<file path="src/hdl/qlu_pkg.sv">
// ----------------------------------------------------------------------------
// qlu_pkg
// Shared types, constants and helpers of the tabular Q-learning update block.
// ----------------------------------------------------------------------------
`default_nettype none

package qlu_pkg;

  // Table geometry
  localparam int NUM_STATES  = 64;
  localparam int NUM_ACTIONS = 4;
  localparam int ROW_W       = (NUM_STATES > 1) ? $clog2(NUM_STATES) : 1;

  // Field widths
  localparam int STATE_W  = 6;
  localparam int ACT_W    = 2;
  localparam int REWARD_W = 16;
  localparam int DRAW_W   = 7;
  localparam int Q_W      = 32;
  localparam int FRAC_W   = 16;
  localparam int CFG_IDX_W  = 2;
  localparam int CFG_DATA_W = 16;

  // Register indexes of the configuration port
  localparam logic [CFG_IDX_W-1:0] CFG_LEARNING_RATE     = 2'd0;
  localparam logic [CFG_IDX_W-1:0] CFG_DISCOUNT          = 2'd1;
  localparam logic [CFG_IDX_W-1:0] CFG_EXPLORE_THRESHOLD = 2'd2;

  // Register reset values
  localparam logic [FRAC_W-1:0] LEARNING_RATE_RST     = 16'd6554;
  localparam logic [FRAC_W-1:0] DISCOUNT_RST          = 16'd58982;
  localparam logic [DRAW_W-1:0] EXPLORE_THRESHOLD_RST = 7'd10;

  typedef logic signed [Q_W-1:0] q_t;
  typedef q_t [NUM_ACTIONS-1:0]  row_t;
  typedef logic [ROW_W-1:0]      row_addr_t;
  typedef logic [ACT_W-1:0]      act_t;

  // One transition
  typedef struct packed {
    logic [STATE_W-1:0]         cur_state;
    logic [ACT_W-1:0]           taken_action;
    logic signed [REWARD_W-1:0] reward;
    logic [STATE_W-1:0]         next_state;
    logic                       learn;
    logic [DRAW_W-1:0]          rand_draw;
    logic [ACT_W-1:0]           rand_action;
  } item_t;

  // One result
  typedef struct packed {
    logic signed [Q_W-1:0] new_value;
    logic [ACT_W-1:0]      next_action;
    logic                  explored;
  } result_t;

  // Configuration register file contents
  typedef struct packed {
    logic [FRAC_W-1:0] learning_rate;
    logic [FRAC_W-1:0] discount;
    logic [DRAW_W-1:0] explore_threshold;
  } cfg_t;

  // Stage strobes from the sequencer to the datapath
  typedef struct packed {
    logic load;
    logic read;
    logic mul1;
    logic diff;
    logic mul2;
    logic wb;
    logic finish;
  } ctl_t;

  // Out-of-range state indexes map to the last state
  function automatic row_addr_t clamp_state(logic [STATE_W-1:0] s);
    if (32'(s) >= NUM_STATES) return row_addr_t'(NUM_STATES - 1);
    return row_addr_t'(s);
  endfunction

  // Index of the largest entry of a row, lowest index on ties
  function automatic act_t best_action(row_t r);
    act_t i01;
    act_t i23;
    q_t   v01;
    q_t   v23;
    i01 = ($signed(r[1]) > $signed(r[0])) ? act_t'(1) : act_t'(0);
    i23 = ($signed(r[3]) > $signed(r[2])) ? act_t'(3) : act_t'(2);
    v01 = r[i01];
    v23 = r[i23];
    return ($signed(v23) > $signed(v01)) ? i23 : i01;
  endfunction

endpackage

`default_nettype wire

</file>
<file path="src/hdl/qlu_update.sv">
// ----------------------------------------------------------------------------
// qlu_update
// Update datapath: max of the next row, two registered multiplies, floor
// shifts, saturation, row merge for write back, and the action choice.
// ----------------------------------------------------------------------------
`default_nettype none

module qlu_update
  import qlu_pkg::*;
(
  input  logic      clk,
  input  ctl_t      ctl,
  input  cfg_t      cfg,
  input  item_t     item,
  input  row_t      rd_cur,
  input  row_t      rd_next,
  output logic      learning,
  output row_addr_t wr_addr,
  output row_t      wr_row,
  output result_t   result
);

  localparam int P1_W  = Q_W + FRAC_W + 1;   // discount * max
  localparam int D_W   = Q_W + 3;            // target - q
  localparam int P2_W  = D_W + FRAC_W + 1;   // learning_rate * diff
  localparam int SUM_W = Q_W + 4;

  localparam logic signed [SUM_W-1:0] Q_MAX = SUM_W'(64'sd2147483647);
  localparam logic signed [SUM_W-1:0] Q_MIN = -SUM_W'(64'sd2147483648);

  // Latched transition
  row_addr_t                  st_cur;
  row_addr_t                  st_next;
  act_t                       act;
  logic signed [REWARD_W-1:0] reward;
  logic [DRAW_W-1:0]          draw;
  act_t                       ract;

  // Pipeline registers
  row_t                   crow;
  row_t                   nrow;
  q_t                     q;
  q_t                     m;
  q_t                     nv;
  logic signed [P1_W-1:0] prod1;
  logic signed [D_W-1:0]  diff;
  logic signed [P2_W-1:0] prod2;

  logic signed [SUM_W-1:0] sum;
  q_t                      sat_val;
  logic                    pick_rand;

  // Capture transition at accept
  always_ff @(posedge clk) begin
    if (ctl.load) begin
      st_cur   <= clamp_state(item.cur_state);
      st_next  <= clamp_state(item.next_state);
      act      <= item.taken_action;
      reward   <= item.reward;
      learning <= item.learn;
      draw     <= item.rand_draw;
      ract     <= item.rand_action;
    end
  end

  // Sum and saturation of the write-back stage
  always_comb begin
    sum = SUM_W'(q) + SUM_W'(prod2 >>> FRAC_W);
    if (sum > Q_MAX) begin
      sat_val = q_t'(Q_MAX);
    end else if (sum < Q_MIN) begin
      sat_val = q_t'(Q_MIN);
    end else begin
      sat_val = q_t'(sum);
    end
  end

  // Merged row for write back
  always_comb begin
    wr_row      = crow;
    wr_row[act] = sat_val;
  end
  assign wr_addr = st_cur;

  // Arithmetic stages
  always_ff @(posedge clk) begin
    if (ctl.read) begin
      crow <= rd_cur;
      nrow <= rd_next;
      q    <= rd_cur[act];
      nv   <= rd_cur[act];
      m    <= rd_next[best_action(rd_next)];
    end
    if (ctl.mul1) begin
      prod1 <= $signed({1'b0, cfg.discount}) * m;
    end
    if (ctl.diff) begin
      diff <= D_W'($signed({reward, {FRAC_W{1'b0}}})) + D_W'(prod1 >>> FRAC_W) - D_W'(q);
    end
    if (ctl.mul2) begin
      prod2 <= $signed({1'b0, cfg.learning_rate}) * diff;
    end
    if (ctl.wb) begin
      nv <= sat_val;
      // greedy choice sees the updated entry when both states coincide
      if (st_cur == st_next) begin
        nrow[act] <= sat_val;
      end
    end
  end

  // Action choice and result register
  assign pick_rand = learning && (draw <= cfg.explore_threshold);

  always_ff @(posedge clk) begin
    if (ctl.finish) begin
      result.new_value   <= nv;
      result.next_action <= pick_rand ? ract : best_action(nrow);
      result.explored    <= pick_rand;
    end
  end

endmodule

`default_nettype wire

</file>
<file path="config.mk">
export PLATFORM = sky130hd
export DESIGN_NAME = qlu_update
export DESIGN_NICKNAME = d
export VERILOG_FILES = /design/src/hdl/qlu_pkg.sv /design/src/hdl/qlu_update.sv
export SDC_FILE = /design/constraint.sdc
export NUM_CORES = 2
export LEC_CHECK = 0
export BUFFER_PORTS_ARGS = -buffer_cell sky130_fd_sc_hd__buf_2
export CORE_ASPECT_RATIO = 0.5
export CORE_UTILIZATION = 45
export CTS_BUF_LIST = sky130_fd_sc_hd__clkbuf_4 sky130_fd_sc_hd__clkbuf_8
export CTS_CLUSTER_DIAMETER = 100
export DETAILED_ROUTE_END_ITERATION = 10
export PLACE_DENSITY = 0.62
export SLEW_MARGIN = 20
export SYNTH_ARGS = -nofsm -noshare
export SYNTH_HDL_FRONTEND = slang
export SYNTH_SLANG_ARGS = --single-unit
</file>
<file path="constraint.sdc">
create_clock -name clk -period 18.2 [get_ports clk]
set_clock_uncertainty 0.2 [all_clocks]
set_input_delay 2.73 -clock clk [delete_from_list [all_inputs] [get_ports clk]]
set_output_delay 2.73 -clock clk [all_outputs]
set_load 0.03 [all_outputs]
</file>
==> key figures <==
Floorplanning
  – Core Footprint: 147000 um2
  – Initial Util: 45.6%
  – Chip Width: 547 um
  – Die area: 150000 um2
  – FP Rows: 99
  – IO Count: 513
  – Die height: 275 um

Critical path
  – CP Capture Type: flip-flop
  – Slowest-stage cell, CP: o41ai_1
  – Largest stage delay on the critical path: 0.69 ns
  – Worst R2R Setup Slack: 10.29 ns
  – CP most frequent cell: fa_1
  – WP data required: 18.53 ns
  – Critical path class: input pin to flip-flop
  – Worst R2R Path Depth: 21
  – CP cell instances: buf_2, and2_1, fa_1, inv_1, fa_1, fa_1, inv_1, fa_1, fa_1, inv_1, fa_1, inv_1, ha_1, a21o_1, a21o_1, a211oi_1, o21bai_1, a31oi_1, o31a_1, o21bai_1, o41ai_1, o21ai_0, xor2_1
  – Bufs and invs on worst path: 5
  – Reg2reg end: prod2[35]
  – CP arrival: 9.75 ns
  – Startpoint types: input pin
  – Critical path's top delay family: adder cells
  – Worst R2R Start: diff[16]
  – Crit-path max FO: 35

Yosys
  – Most used DFF post-synth: edfxtp_1
  – Area leader, netlist: fa_1
  – EDFF count, synth: 403
  – Netlist cell types: 76
  – Sequential area share after synthesis: 21.9%
  – Post-synthesis cell area: 66900 um2
  – Post-synth ARST share: 0%
  – Cells after Synth: 7034
  – Yosys warnings: 0
  – Post-Syn Nets: 8931
  – Top cell type's share of synthesized area: 31.0%
  – Area contributors post-synth: fa_1 31%, edfxtp_1 18%, ha_1 9.7%, inv_1 7.9%, nand2_1 5.0%
  – Synthesis-stage register bit count: 531
  – Synthesized area per cell: 9.51 um2

Place
  – Hpwl dp: 173000 um
  – Port-buffer cells: 512
  – Gp weighted congestion: 1.00

Cells and area
  – Most frequent cells in the layout: 1403 x inv_1, 1035 x fa_1, 890 x nand2_1
  – Nets: 9253
  – Commonest non-fill, non-tap cell in the layout: inv_1
  – Layout cell share with drive strength beyond 1: 10.8%
  – Fillers: 13826
  – Storage cell area: 14700 um2
  – Area of the multi-input gates: 45700 um2
  – Area Growth Syn to Fin: 9.52%

Run
  – Max-cap violation count: 0

Routing
  – DRC: 0
  – Drt total wl: 219000 um
  – Vias per inst: 5.44
  – Per-cell routed wire length: 23.2 um
  – Initial DRC Count: 4392
  – Post-route ant nets: 0
  – Vias: 51443
  – Drt pass-1 iters: 5

STA
  – Setup TNS: 0 ns
  – Final hold viol count: 0
  – Final Cycle Share: 51.8%
  – Rel. slew slack: 23.8%
  – Max Fclk: 106 MHz
  – Max Slew Vio Count: 0
  – Slew @ Worst Pin: 1.14 ns
  – Final setup viols: 0
  – RSZ-0062 raised after global routing: false
  – Minimum clock period after layout: 9.42 ns

Min path
  – Hold Crit Endpoint: result[12]
  – Cell depth of the worst min-delay path: 0
  – Hold Path Origin: nv[9]
  – Hold Crit Class: flip-flop to flip-flop

Global routing
  – GR Layer Usage met3: 4.89%
  – Initial antenna violation count: 61
  – Grt ovf: 0
  – Gr busiest metal: met2
  – Number of global-route vias before repair: 51186
  – GR Util met1: 39.5%
  – Met2 GRT Util: 46.8%
  – GRT Total Usage: 29.4%
  – First-pass GRT wire length: 329000 um
  – Largest net degree at the start of global routing: 174

CTS
  – Clk buf depth: 3
  – CTS tree: built
  – CTS root buffer: clkbuf_8
  – Postcts setup bufs: 0
  – Clk slew on worst S/H paths: 0.07 ns
  – Resized Gates After CTS: 0
  – H-Tree Depth: 3
  – TritonCTS Buffers: 93
  – CTS Sinks: 531
  – Worst skew pair latency: 0.82 ns
  – CTS Hold Bufs: 0

Status
  – Status: completed
state kept, by name, indices dropped and copies added, names as in the netlist:
register and cells:
act 2, crow 128, diff 35, draw 7, learning 1, m 32
nrow 128, nv 32, prod1 33, prod2 36, q 32, ract 2
result 35, reward 16, st_next 6, wr_addr 6
area by class of cell:
class,instances,area share [%]
antenna,55,0.188
clock buffer,117,2.02
clock inverter,53,0.621
inverter,1403,7.18
multi-input combinational,4753,62.4
sequential,531,20.0
tap,1969,3.36
timing repair buffer,574,4.22
worst max-delay path by stage:
stage,from,to,slack [ns],depth (start not counted)
after global placement,cfg[15],prod1[48],7.94,24
after CTS,cfg[15],prod1[48],8.75,24
final,cfg[29],prod2[35],8.78,23
after global routing,cfg[29],prod2[35],8.43,23
after detailed placement,cfg[15],prod1[48],7.95,24
after floorplan,cfg[25],prod2[35],8.85,23
per-stage QoR:
| stage | hold slack, ns | area [um2] | std cells | setup WS, ns | utilization, % |
|---|---|---|---|---|---|
| final | 0.207 | 73300 | 9455 | 8.78 | 50.0 |
| after global routing | 0.209 | 73200 | 9425 | 8.43 | 49.9 |
| after CTS | 0.199 | 73100 | 9397 | 8.75 | 49.8 |
| after detailed placement | 0.205 | 71200 | 9227 | 7.95 | 48.5 |
| after global placement | 0.200 | 71200 | 9227 | 7.94 | 48.5 |
| after floorplan | 0.200 | 66900 | 7034 | 8.85 | - |
cell families (layout without fill, tap and decap cells):
kind of cell,after synthesis,count (layout),share of synthesized area [%]
multiplexers,138,138,2.67
buffers and inverters,1750,2147,9.91
XOR/XNOR,139,139,1.82
adder cells (fa/ha/maj),1554,1554,40.7
AO/OA/AOI/OAI,992,992,9.43
other,0,55,0
AND/OR/NAND/NOR,1930,1930,13.6
flip-flops,531,531,21.9
synth_stat cells, types with 121 or more instances:
| library cell | n |
|---|---|
| nor2_1 | 286 |
| a21oi_1 | 383 |
| ha_1 | 519 |
| fa_1 | 1035 |
| clkbuf_1 | 303 |
| edfxtp_1 | 403 |
| o21ai_0 | 121 |
| a21o_1 | 132 |
| inv_1 | 1403 |
| dfxtp_1 | 128 |
| nand2_1 | 891 |
| and2_1 | 403 |
metal layers:
layer,routed length (um),vias up
met2,100000,2057
met3,16500,406
met5,43,-
met4,11300,8
li1,-,23021
met1,91600,25951
Power is left out: the tool's default activity adds up to more than one toggle a clock period on the data nets, which glitch-free logic cannot reach.
